File: config.mk
export PLATFORM = sky130hd
export DESIGN_NAME = utf8_to_ucs2_decoder
export DESIGN_NICKNAME = d
export VERILOG_FILES = /design/src/rtl/core/utf8d_pkg.sv /design/src/rtl/core/utf8d_step.sv /design/src/rtl/core/utf8_to_ucs2_decoder.sv
export SDC_FILE = /design/constraint.sdc
export NUM_CORES = 1
export LEC_CHECK = 0
export BUFFER_PORTS_ARGS = -buffer_cell sky130_fd_sc_hd__buf_4
export CAP_MARGIN = 20
export CORE_ASPECT_RATIO = 1.4
export CORE_MARGIN = 5
export CORE_UTILIZATION = 40
export DETAILED_ROUTE_END_ITERATION = 10
export PLACE_DENSITY = 0.57
export SETUP_SLACK_MARGIN = 0.5
export SLEW_MARGIN = 15
export SYNTH_ARGS = -nofsm -noshare
export SYNTH_HDL_FRONTEND = slang
export SYNTH_SLANG_ARGS = --single-unit
File: constraint.sdc
create_clock -name clk -period 4.3 [get_ports clk]
set_input_delay 0.215 -clock clk [delete_from_list [all_inputs] [get_ports clk]]
set_output_delay 0.215 -clock clk [all_outputs]
set_load 0.01 [all_outputs]
File: src/rtl/core/utf8d_pkg.sv
package utf8d_pkg;

	// sticky error codes
	typedef enum logic [1:0] {
		ERR_NONE  = 2'd0,
		ERR_LEAD  = 2'd1,
		ERR_CONT  = 2'd2,
		ERR_TRUNC = 2'd3
	} err_t;

	// byte masks and continuation tag
	localparam logic [7:0] LEAD3_MASK = 8'h0F;
	localparam logic [7:0] LEAD2_MASK = 8'h1F;
	localparam logic [7:0] CONT_MASK  = 8'h3F;
	localparam logic [7:0] TAG_MASK   = 8'hC0;
	localparam logic [7:0] CONT_TAG   = 8'h80;

	// one input item
	typedef struct packed {
		logic [7:0]  data_byte;
		logic        first_byte;
		logic        last_byte;
		logic [15:0] capacity;
	} byte_item_t;

	// one result item
	typedef struct packed {
		logic        char_valid;
		logic [15:0] code_unit;
		logic        string_done;
		logic [15:0] char_count;
		logic [1:0]  error_code;
	} result_item_t;

	// sequence state carried from byte to byte
	typedef struct packed {
		logic [1:0]  pending;
		logic [11:0] partial;
		err_t        err;
	} seq_state_t;

endpackage

File: src/rtl/core/utf8d_step.sv
module utf8d_step #(
	parameter int COUNT_BITS = 16
) (
	input  utf8d_pkg::byte_item_t   item,
	input  utf8d_pkg::seq_state_t   state_cur,
	input  logic [COUNT_BITS-1:0]   room_cur,
	input  logic [COUNT_BITS-1:0]   count_cur,
	output utf8d_pkg::seq_state_t   state_nxt,
	output logic [COUNT_BITS-1:0]   room_nxt,
	output logic [COUNT_BITS-1:0]   count_nxt,
	output utf8d_pkg::result_item_t result
);

	logic [COUNT_BITS-1:0] cap_clip;

	// capacity clipped to the count range
	generate
		if (COUNT_BITS >= 16) begin : g_cap_wide
			assign cap_clip = COUNT_BITS'(item.capacity);
		end else begin : g_cap_narrow
			assign cap_clip = (|item.capacity[15:COUNT_BITS]) ? '1 :
				item.capacity[COUNT_BITS-1:0];
		end
	endgenerate

	// decode one byte against the running sequence state
	always_comb begin
		utf8d_pkg::seq_state_t st;
		logic [COUNT_BITS-1:0] room;
		logic [COUNT_BITS-1:0] cnt;
		logic                  done;
		logic [15:0]           value;
		logic                  valid;
		logic [7:0]            b;
		b     = item.data_byte;
		st    = item.first_byte ? '0 : state_cur;
		room  = item.first_byte ? cap_clip : room_cur;
		cnt   = item.first_byte ? '0 : count_cur;
		done  = 1'b0;
		value = '0;
		valid = 1'b0;

		if (st.err == utf8d_pkg::ERR_NONE) begin
			if (st.pending == 2'd0) begin
				// lead byte
				case (b[7:4]) inside
					[4'h0:4'h7]: begin
						done  = 1'b1;
						value = {8'h00, b};
					end
					4'hC, 4'hD: begin
						st.pending = 2'd1;
						st.partial = {4'h0, b & utf8d_pkg::LEAD2_MASK};
					end
					4'hE: begin
						st.pending = 2'd2;
						st.partial = {4'h0, b & utf8d_pkg::LEAD3_MASK};
					end
					default: begin
						st.err = utf8d_pkg::ERR_LEAD;
					end
				endcase
			end else begin
				// continuation byte
				if (item.last_byte && st.pending == 2'd2) begin
					st.err = utf8d_pkg::ERR_TRUNC;
				end else if ((b & utf8d_pkg::TAG_MASK) != utf8d_pkg::CONT_TAG) begin
					st.err = utf8d_pkg::ERR_CONT;
				end else begin
					value      = {st.partial[9:0], b[5:0]};
					st.partial = {st.partial[5:0], b[5:0]};
					st.pending = st.pending - 2'd1;
					done       = (st.pending == 2'd0);
				end
				if (st.err != utf8d_pkg::ERR_NONE) begin
					st.pending = 2'd0;
					st.partial = '0;
				end
			end

			// sequence cut off by the end of the string
			if (item.last_byte && st.err == utf8d_pkg::ERR_NONE && st.pending != 2'd0) begin
				st.err = utf8d_pkg::ERR_TRUNC;
			end

			// emit while room remains
			if (done) begin
				st.partial = '0;
				if (room != '0) begin
					room  = room - COUNT_BITS'(1);
					if (cnt != '1) begin
						cnt = cnt + COUNT_BITS'(1);
					end
					valid = 1'b1;
				end
			end
		end

		if (item.last_byte) begin
			st.pending = 2'd0;
			st.partial = '0;
		end

		state_nxt          = st;
		room_nxt           = room;
		count_nxt          = cnt;
		result.char_valid  = valid;
		result.code_unit   = valid ? value : 16'h0000;
		result.string_done = item.last_byte;
		result.char_count  = 16'(cnt);
		result.error_code  = st.err;
	end

endmodule

File: src/rtl/core/utf8_to_ucs2_decoder.sv
// UTF-8 to 16-bit code unit decoder, one byte per item.
// Input channel byte_valid/byte_ready/byte_item carries one raw byte with
// first and last flags; capacity is sampled on the first byte of a string.
// Output channel result_valid/result_ready/result_item gives exactly one
// result per byte: a code unit when a character completes and fits, the
// running count, the sticky error and a done flag on the last byte.
// Each byte is held in an input register, decoded combinationally against the
// sequence state and written to the result register, which drives
// result_valid; one byte per cycle sustained while the receiver keeps
// result_ready high.
// When the receiver stalls the result register holds, the input register
// fills, and byte_ready drops until the result is taken.
// Reset clears both registers' valid flags and the decode state (no
// sequence pending, zero room, zero count, no error).
module utf8_to_ucs2_decoder #(
	parameter int COUNT_BITS = 16
) (
	input  logic                     clk,
	input  logic                     arst_n,
	input  logic                     byte_valid,
	output logic                     byte_ready,
	input  utf8d_pkg::byte_item_t    byte_item,
	output logic                     result_valid,
	input  logic                     result_ready,
	output utf8d_pkg::result_item_t  result_item
);

	utf8d_pkg::byte_item_t   item_s1;
	logic                    vld_s1;
	utf8d_pkg::result_item_t res_s2;
	logic                    vld_s2;
	utf8d_pkg::seq_state_t   state_q;
	logic [COUNT_BITS-1:0]   room_q;
	logic [COUNT_BITS-1:0]   count_q;
	utf8d_pkg::seq_state_t   state_nxt;
	logic [COUNT_BITS-1:0]   room_nxt;
	logic [COUNT_BITS-1:0]   count_nxt;
	utf8d_pkg::result_item_t res_nxt;
	logic                    advance;

	// handshake
	assign advance    = vld_s1 && (!vld_s2 || result_ready);
	assign byte_ready = !vld_s1 || advance;

	// decode logic
	utf8d_step #(
		.COUNT_BITS(COUNT_BITS)
	) u_step (
		.item      (item_s1),
		.state_cur (state_q),
		.room_cur  (room_q),
		.count_cur (count_q),
		.state_nxt (state_nxt),
		.room_nxt  (room_nxt),
		.count_nxt (count_nxt),
		.result    (res_nxt)
	);

	// valid flags and decode state
	always_ff @(posedge clk or negedge arst_n) begin
		if (!arst_n) begin
			vld_s1  <= 1'b0;
			vld_s2  <= 1'b0;
			state_q <= '0;
			room_q  <= '0;
			count_q <= '0;
		end else begin
			if (byte_ready) begin
				vld_s1 <= byte_valid;
			end
			if (advance) begin
				vld_s2  <= 1'b1;
				state_q <= state_nxt;
				room_q  <= room_nxt;
				count_q <= count_nxt;
			end else if (result_ready) begin
				vld_s2 <= 1'b0;
			end
		end
	end

	// payload registers
	always_ff @(posedge clk) begin
		if (byte_valid && byte_ready) begin
			item_s1 <= byte_item;
		end
		if (advance) begin
			res_s2 <= res_nxt;
		end
	end

	assign result_valid = vld_s2;
	assign result_item  = res_s2;

	// a decoded item always lands in the result register
	a_advance_loads: assert property (@(posedge clk) disable iff (!arst_n)
		advance |=> vld_s2)
		else $error("result register not loaded after advance");

	// an emitted character never carries an error
	a_char_no_err: assert property (@(posedge clk) disable iff (!arst_n)
		(vld_s2 && res_s2.char_valid) |-> (res_s2.error_code == utf8d_pkg::ERR_NONE))
		else $error("character emitted with error set");

	// at most two continuation bytes are ever pending
	a_pending_range: assert property (@(posedge clk) disable iff (!arst_n)
		state_q.pending != 2'd3)
		else $error("pending count out of range");

	// an error leaves no partial sequence behind
	a_err_clears: assert property (@(posedge clk) disable iff (!arst_n)
		(state_q.err != utf8d_pkg::ERR_NONE) |->
			(state_q.pending == 2'd0 && state_q.partial == 12'h000))
		else $error("partial sequence kept after error");

endmodule

== After elaboration in Yosys (flattened, before gate mapping) ==
Cells that the tools add are included.

* Register bits after elaboration: 112
* Latch bits: 0
* RAM bits: 0
* Memory bits (read-only): 0
* Output and inout bits: 38
* Word-level logic and storage cells: 90
* Memories: 0

* Add/sub/neg operators: 3
* Multipliers: 0
* Div/mod/pow operators: 0
* Magnitude comparators: 2
* Eq/ne operators: 6
* Shift operators: 0
* Mux-type cells: 43
* Bitwise operators: 0
* Reductions and logical operators: 20

{| class="wikitable"
|+ Operator list
! operator !! number
|-
| $mux 16 || 16
|-
| $mux 14 || 7
|-
| $add 16x1->16 const B || 1
|-
| $mux 2 || 8
|-
| $ne 16x16->1 const B || 1
|-
| $reduce_bool 16->1 || 1
|-
| $sub 16x1->16 const B || 1
|-
| $eq 4x4->1 const B || 3
|-
| $mux 12 || 1
|-
| $mux 1 || 10
|-
| $logic_not 2->1 || 4
|-
| $mux 8 || 1
|-
| $logic_and 1x1->1 || 6
|-
| $reduce_bool 2->1 || 3
|-
| $ge 4x1->1 const B || 1
|-
| $le 4x3->1 const B || 1
|-
| $eq 2x2->1 const B || 1
|-
| $logic_not 1->1 || 2
|-
| $logic_or 1x1->1 || 2
|-
| $ne 2x2->1 const B || 1
|-
| $reduce_and 2->1 || 1
|-
| $reduce_or 2->1 || 1
|-
| $sub 2x1->2 const B || 1
|}

== Longest topological paths before layout ==
Gate-level depths: netlist of run 1.

* Depth in word-level cells: 16
* Gate-level depth with buffers: 13

== Cells and area by module ==
From an unflattened synthesis of run 1, not the netlist that was laid out.

* Cell total of the unflattened synthesis: 496
* Area total of the unflattened synthesis: 5,957.0 µm²

{| class="wikitable"
|+ Modules (own cells, without submodules)
! module !! times used !! cells an instance !! area each (µm²) !! seq. area each (µm²)
|-
| utf8_to_ucs2_decoder || 1 || 172 || 3,774.9 || 3,113.0
|-
| utf8d_step || 1 || 324 || 2,182.1 || 0.0
|}

== Worst setup path after synthesis of run 1 ==
No wires, ideal clock.

* Kind: register to register
* From: reg item_s1[17] (netlist bit)
* To: reg res_s2, in the netlist result_item[29], data pin
* Library setup time: 0.255 ns
* Arrival time: 2.549 ns
* Required time: 4.045 ns
* Path slack: 1.496 ns
* Stages on the path, launching flop included: 14
* Clock period less this slack: 2.804 ns
* Cells stage by stage: edfxtp_1 buf_6 buf_6 buf_6 buf_2 buf_2 mux2i_1 ha_1 o21a_1 nand4_4 buf_2 nand3_1 nor2_1 and2_1

* Cells in the longest elaborated chain, start to end: 10
* Elaborated cells between the ends (all ways): 20
* Classes of those cells: add/sub (1); eq/ne (1); mux (12); reduce/logical (6)

{| class="wikitable"
|+ Ends and longest elaborated chain
! item !! RTL line !! source
|-
| start: declaration || utf8_to_ucs2_decoder.sv:28 || <nowiki>utf8d_pkg::byte_item_t item_s1;</nowiki>
|-
| start signal: assignment || utf8_to_ucs2_decoder.sv:85 || <nowiki>item_s1 <= byte_item;</nowiki>
|-
| $mux 16 || utf8d_step.sv:36 || <nowiki>st = item.first_byte ? '0 : state_cur;</nowiki>
|-
| $sub 2x1->2 || utf8d_step.sv:72 || <nowiki>st.pending = st.pending - 2'd1;</nowiki>
|-
| $logic_not 2->1 || utf8d_step.sv:73 || <nowiki>done = (st.pending == 2'd0);</nowiki>
|-
| $mux 1 || utf8d_step.sv:67 || <nowiki>end else if ((b & utf8d_pkg::TAG_MASK) != utf8d_pkg::CONT_TAG) begin</nowiki>
|-
| $mux 1 || utf8d_step.sv:65 || <nowiki>if (item.last_byte && st.pending == 2'd2) begin</nowiki>
|-
| $mux 1 || utf8d_step.sv:44 || <nowiki>if (st.pending == 2'd0) begin</nowiki>
|-
| $mux 1 || utf8d_step.sv:43 || <nowiki>if (st.err == utf8d_pkg::ERR_NONE) begin</nowiki>
|-
| $mux 1 || utf8d_step.sv:87 || <nowiki>if (done) begin</nowiki>
|-
| $mux 1 || utf8d_step.sv:43 ||
|-
| $reduce_and 2->1 (no line) || n/a ||
|-
| end signal: assignment || utf8_to_ucs2_decoder.sv:88 || <nowiki>res_s2 <= res_nxt;</nowiki>
|-
| end: declaration || utf8_to_ucs2_decoder.sv:30 || <nowiki>utf8d_pkg::result_item_t res_s2;</nowiki>
|}

Parallel ways exist; a longest one is shown, timed or not. The select of a mux whose other input is x is not followed.
A chain may end at the register's enable or synchronous reset.

== Worst setup path after layout of run 1 ==
* From: reg item_s1[17] (netlist bit)
* To: reg res_s2, in the netlist result_item[16], data pin

* Cells in the longest elaborated chain, start to end: 9
* Elaborated cells between the ends (all ways): 20
* Classes of those cells: add/sub (2); eq/ne (2); mux (11); reduce/logical (5)

{| class="wikitable"
|+ Ends and longest elaborated chain
! item !! RTL line !! source
|-
| branches (longest 8 deep; another with $add 16x1->16) || n/a ||
|-
| $mux 16 (*) || utf8d_step.sv:43 ||
|-
| named net count_nxt[14] || utf8_to_ucs2_decoder.sv:37 || <nowiki>logic [COUNT_BITS-1:0] count_nxt;</nowiki>
|}

Mark *: on every way through the listed nets, which the timed path passes. The select of a mux whose other input is x is not followed.

==> results.yml, run 1 <==
status:
  status: "finished, final reports clean"
clocking:
  clock_path_buffers: 2
  postCtsSetupRepairBufs: 0
  cts_tree: "done"
  clkSlewWorstSetupHoldPaths_ns: 0.08
  ctsHoldBuffers: 1
  htree_levels: 3
  cts_resized: 0
  cts_buffers: 9
  clkLatencyLatePin_ns: 0.35
  cts-root-buf: "clkbuf_16"
  cts_sinks: 110
pwr:
  leakage_nw: 2.65
  finalPower_mw: 2.80
  irDropWorstVdd_mv: 0.297
  power_density_mw_per_mm2: 409
synth:
  yosysUniqueCellTypes: 77
  yosys.cell_count.top_type: "edfxtp_1"
  synth_fp_nets: 573
  synthArstFlopShare: 0.436
  synth.top_cell.area_share: 0.316
  yosys.area.top_type: "edfxtp_1"
  ys.flop_type: "edfxtp_1"
  syn_inst: 537
  syn_area_per_cell_um2: 11.0
  synth_area_mm2: 0.00589
  synth_warnings: 0
  yosysSeqAreaShare: 0.520
  synth_area_leaders: "edfxtp_1, dfrtp_1, nand2_1, mux2i_1, xnor2_1"
  ys_seq_elements: 110
  synth_edf_count: 62
  ys_top_cells_by_count: "edfxtp_1, nand2_1, dfrtp_1"
detailed_routing:
  drc: 0
  avgRoutedWirePerCell_um: 17.0
  ant_nets: 0
  drt_iter0_markers: 176
  vias: 4374
  wirelength_mm: 13.4
  drtPass1Iterations: 5
  vias_per_cell: 5.54
sta:
  fin_setup_tns_ns: 0
  hold_viol: 0
  slew_headroom: 0.487
  setup-violations-final: 0
  worstMarginPinSlew_ns: 0.768
  drv_slew: 0
  clock.fmax_mhz: 305
  setup_ws_ns: 1.03
  rsz0062_at_grt: "no"
  period_minus_slack_ns: 3.28
  period_share: 0.762
  fin_worst_skew_ns: 0.00755
critical_path:
  path_max_fanout: 60
  max_stage_delay_ns: 0.53
  path_buf_inv: 2
  path_cells: "buf_4 > mux2i_1 > ha_1 > o21a_1 > nand4_4 > nand2_2 > inv_2 > a41oi_1 > nor3_1"
  reg2regPathDepth: 9
  cpMaxStageDelayCell: "buf_4"
  critPathKind: "reg -> reg"
  worst-path-stages: 9
  cp.arrival_ns: 3.37
  cp.required_ns: 4.40
  crit_family: "simple AND/OR/NAND/NOR gates"
  end_kind: "flip-flop"
  setup.worst_path.start_class: "flip-flop"
global_route:
  grtUsageTotal: 0.156
  grt_max_degree: 61
  grt-ovfl-total: 0
  grt_pass1_wl_mm: 22.1
  grt_pass1_vias: 4270
  antenna_found_initial: 0
hold_path:
  hold_class: "in -> reg"
  hold_depth: 1
die:
  ios: 68
  start_util: 0.407
  fp.dieH_um: 154
  core_area_mm2: 0.0144
  fp.dieW_um: 113
  num_rows: 52
  die_area_mm2: 0.0173
layout:
  diodes: 0
  nNetsFinal: 632
  drive_gt1_frac: 0.205
  syn2layout_area_growth_pct: 16.3
flow_run:
  drv_cap: 0
placed_design:
  hpwl_mm: 9.22
  dpl_worst_slack_ns: 1.07
  io_buffers: 67
  routabilityCongestion: 0.840
-- report_power, final --
group	total (mW)	switching (mW)	internal [mW]
logic	0.536	0.308	0.227
clock network	0.874	0.408	0.466
registers	1.39	0.131	1.26
-- layout by cell type (no fill, tap or decap), drive strengths merged, types with 4 or more instances in the layout --
| cell type | instances |
|---|---|
| dfrtp | 48 |
| or3 | 5 |
| mux2i | 16 |
| a221o | 4 |
| nand2b | 6 |
| xnor2 | 17 |
| and3 | 9 |
| nor4b | 4 |
| nand4 | 9 |
| a22oi | 7 |
| a21oi | 11 |
| o311ai | 4 |
| nor2b | 18 |
| mux2 | 4 |
| nand2 | 62 |
| inv | 17 |
| a31oi | 5 |
| edfxtp | 62 |
| ha | 6 |
| and4 | 4 |
| nand3 | 15 |
| nor3 | 21 |
| buf | 72 |
| nor2 | 34 |
| a41oi | 4 |
| clkbuf | 9 |
| o221ai | 4 |
| o21ai | 29 |
| o211ai | 19 |
| xor2 | 7 |
| nor4 | 14 |
| and2 | 14 |
| or4 | 6 |
-- sequential cells by signal, indices dropped and copies added (netlist names) --
signal        flops
item_s1          26
vld_s1            1
result_valid      1
room_q           16
result_item      36
count_q          16
state_q          14
-- metrics by stage --
| stage | util | hold WS, ns | cells | cell area [um2] |
|---|---|---|---|---|
| 4_1_cts | 0.474 | 0.0248 | 790 | 6850 |
| 6_report | 0.474 | 0.0389 | 790 | 6850 |
| 2_1_floorplan | - | -0.0806 | 537 | 5890 |
| 5_1_grt | 0.474 | 0.0241 | 790 | 6850 |
| 3_5_place_dp | 0.452 | 0.297 | 773 | 6530 |
| 3_3_place_gp | 0.452 | 0.302 | 773 | 6530 |
-- layer usage --
| metal | vias to the layer above | track usage | routed length, um |
|---|---|---|---|
| li1 | 2140 | - | - |
| met2 | 100 | 0.266 | 6810 |
| met4 | 0 | 0.0613 | 361 |
| met3 | 22 | 0.0311 | 587 |
| met1 | 2112 | 0.195 | 5630 |
| met5 | - | 0 | 0 |
-- worst paths after layout --
kind	from	endpoint	slack, ns
max	item_s1[17]	result_item[16]	1.03
min	byte_item[16]	item_s1[16]	0.04
max reg2reg	item_s1[17]	result_item[16]	1.03
min reg2reg	state_q[10]	state_q[10]	0.48
max in group asynchronous	arst_n	room_q[14]	3.41
min in group asynchronous	arst_n	count_q[11]	0.44
-- cells by family (layout without fill, tap and decap cells) --
| group | after synthesis | count (layout) | synth area share |
|---|---|---|---|
| AO/OA/AOI/OAI | 111 | 111 | 0.139 |
| adder cells (fa/ha/maj) | 6 | 6 | 0.0128 |
| XOR/XNOR | 24 | 24 | 0.0357 |
| AND/OR/NAND/NOR | 229 | 229 | 0.226 |
| multiplexers | 20 | 20 | 0.0355 |
| buffers and inverters | 37 | 101 | 0.0308 |
| flip-flops | 110 | 110 | 0.520 |
-- worst register-to-register path, stage by stage (launching register included) --
cell and delay (ns):
edfxtp_1 0.37, buf_4 0.53, mux2i_1 0.45, ha_1 0.23, o21a_1 0.23, nand4_4 0.41
nand2_2 0.37, inv_2 0.10, a41oi_1 0.25, nor3_1 0.08
-- area by class of cell --
cell class / count / area, um2
clock buffers: 9 / 225
flip-flops and latches: 110 / 3060
multi-input cells: 390 / 2640
well taps: 189 / 236
repair buffers: 73 / 551
fillers: 1347 / 7600
clock inverters: 7 / 85.1
inverters: 12 / 45.0
No activity file was read; power rests on OpenSTA's default activity.
==> run 2, diff against run 1 <==
==> constraint.sdc (replaced) <==
create_clock -name clk -period 3.35 [get_ports clk]
set_input_delay 0.1675 -clock clk [delete_from_list [all_inputs] [get_ports clk]]
set_output_delay 0.1675 -clock clk [all_outputs]
set_load 0.01 [all_outputs]
==> run 2 against run 1 <==
Flip-flop and latch count stayed put. Clock power is 22% higher. Hold slack better by 0.060 ns. Setup slack worse by 0.50 ns. Final cell count is 5.6% higher. Critical endpoint is now room_q[6]. Largest cell class unchanged. Largest power group unchanged.
==> results.yml, run 2 (synthesized netlist as in run 1, its figures left out) <==
critical_path:
  cpMostUsedCell: "nand2_1"
  end_kind: "flip-flop"
  cpMaxStageDelayCell: "or4_4"
  critPathKind: "reg -> reg"
  crit_family: "simple AND/OR/NAND/NOR gates"
  setup.worst_path.start_class: "flip-flop"
  path_buf_inv: 0
  path_cells: "nand2b_2 > ha_1 > nand2_1 > a41o_1 > nand2_1 > or4_4 > mux2i_1 > o211ai_2"
  cp.required_ns: 3.56
  path_max_fanout: 8
  max_stage_delay_ns: 0.62
  cp.arrival_ns: 3.03
placed_design:
  hpwl_mm: 9.55
  routabilityCongestion: 0.875
  io_buffers: 67
die:
  core_area_mm2: 0.0144
  die_area_mm2: 0.0173
  num_rows: 52
  fp.dieH_um: 154
  start_util: 0.407
  ios: 68
  fp.dieW_um: 113
detailed_routing:
  vias: 4547
  vias_per_cell: 5.45
  drtPass1Iterations: 4
  avgRoutedWirePerCell_um: 16.6
  wirelength_mm: 13.8
  drt_iter0_markers: 222
  drc: 0
  ant_nets: 0
sta:
  clock.fmax_mhz: 354
  worstMarginPinSlew_ns: 0.765
  fin_worst_skew_ns: 0.00963
  fin_setup_tns_ns: 0
  hold_viol: 0
  period_minus_slack_ns: 2.82
  setup-violations-final: 0
  period_share: 0.842
  rsz0062_at_grt: "yes"
  drv_slew: 0
  slew_headroom: 0.489
clocking:
  cts_sinks: 110
  clock_path_buffers: 2
  cts_tree: "done"
  cts-root-buf: "clkbuf_16"
  htree_levels: 3
  clkLatencyLatePin_ns: 0.35
  clkSlewWorstSetupHoldPaths_ns: 0.08
  cts_buffers: 9
global_route:
  grtUsageTotal: 0.163
  grt_pass1_wl_mm: 22.9
  grt-ovfl-total: 0
  grt_pass1_vias: 4603
  antenna_found_initial: 0
  grt_max_degree: 60
layout:
  drive_gt1_frac: 0.225
  utilization: 0.503
  fillCellCount: 1315
  nNetsFinal: 676
  layout_commonest_cell: "buf_4"
  diodes: 0
  syn2layout_area_growth_pct: 23.3
  layout_common_cells: "buf_4, edfxtp_1, nand2_1"
  largest_reg_flops: 36
pwr:
  leakage_nw: 2.84
  power_density_mw_per_mm2: 496
  irDropWorstVdd_mv: 0.243
  finalPower_mw: 3.60
hold_path:
  hold_class: "in -> reg"
flow_run:
  drv_cap: 0
status:
  status: "finished, final reports clean"
==> run 2: changes by cell type in the layout (fill, tap and decap cells not counted), moves of 2 or more <==
| cell | delta |
|---|---|
| buf_4 | +17 |
| nor2b_2 | +2 |
| dlygate4sd3_1 | +27 |
| nor2b_1 | -2 |
| inv_8 | +2 |
==> run 2: layout make-up <==
class                      count  area [um2]  area share
clock buffer                   9         225      0.0310
multi-input combinational    390        2670       0.368
sequential                   110        3060       0.422
inverter                      12        45.0     0.00620
timing repair buffer         117         948       0.131
tap                          189         236      0.0326
clock inverter                 7        70.1     0.00965
==> run 2: path summary, 6_finish.rpt <==
check                              from      endpoint  slack (ns)  cells past startpoint
setup / recovery            item_s1[17]     room_q[6]        0.53                      8
hold / removal             result_ready  result_valid         0.1                      3
setup reg to reg            item_s1[17]     room_q[6]        0.53                      8
hold reg to reg             state_q[10]   state_q[10]        0.48                      2
max in group asynchronous        arst_n   state_q[15]        2.50                      2
min in group asynchronous        arst_n   count_q[11]        0.39                      2
==> run 2: worst reg2reg max path, cell delays in order, from the launching register on <==
cell,delay [ns]
edfxtp_1,0.51
nand2b_2,0.28
ha_1,0.24
nand2_1,0.17
a41o_1,0.31
nand2_1,0.22
or4_4,0.62
mux2i_1,0.22
o211ai_2,0.12
==> run 2: repair_timing <==
action                     CTS  global route
setup buffers                1             5
hold endpoints to repair    74             1
pin swaps                    0             1
setup endpoints to repair    9            37
hold buffers                27             1
resized for setup            2             4
==> run 2: through the flow <==
step / hold WS [ns] / std cells / setup WS [ns] / instance area, um2
after floorplan: -0.128 / 537 / 0.546 / 5890
after global placement: 0.255 / 784 / 0.556 / 6610
after detailed placement: 0.251 / 784 / 0.461 / 6610
after CTS: 0.00253 / 828 / 0.472 / 7190
after global routing: 0.109 / 834 / 0.414 / 7260
final: 0.0987 / 834 / 0.528 / 7260
==> run 2: report_power, final <==
group / internal, mW / switching, mW / leakage (nW) / total [mW]
sequential: 1.62 / 0.172 / 1.22 / 1.79
combinational: 0.333 / 0.409 / 1.48 / 0.742
clock: 0.530 / 0.535 / 0.144 / 1.07
==> run 2: metal layers <==
metal	part of all wire	up-vias	global-route usage
met2	0.53	97	0.288
met4	0.016	0	0.0521
met1	0.41	2199	0.199
met3	0.041	17	0.0338
met5	0	-	0
li1	-	2234	-
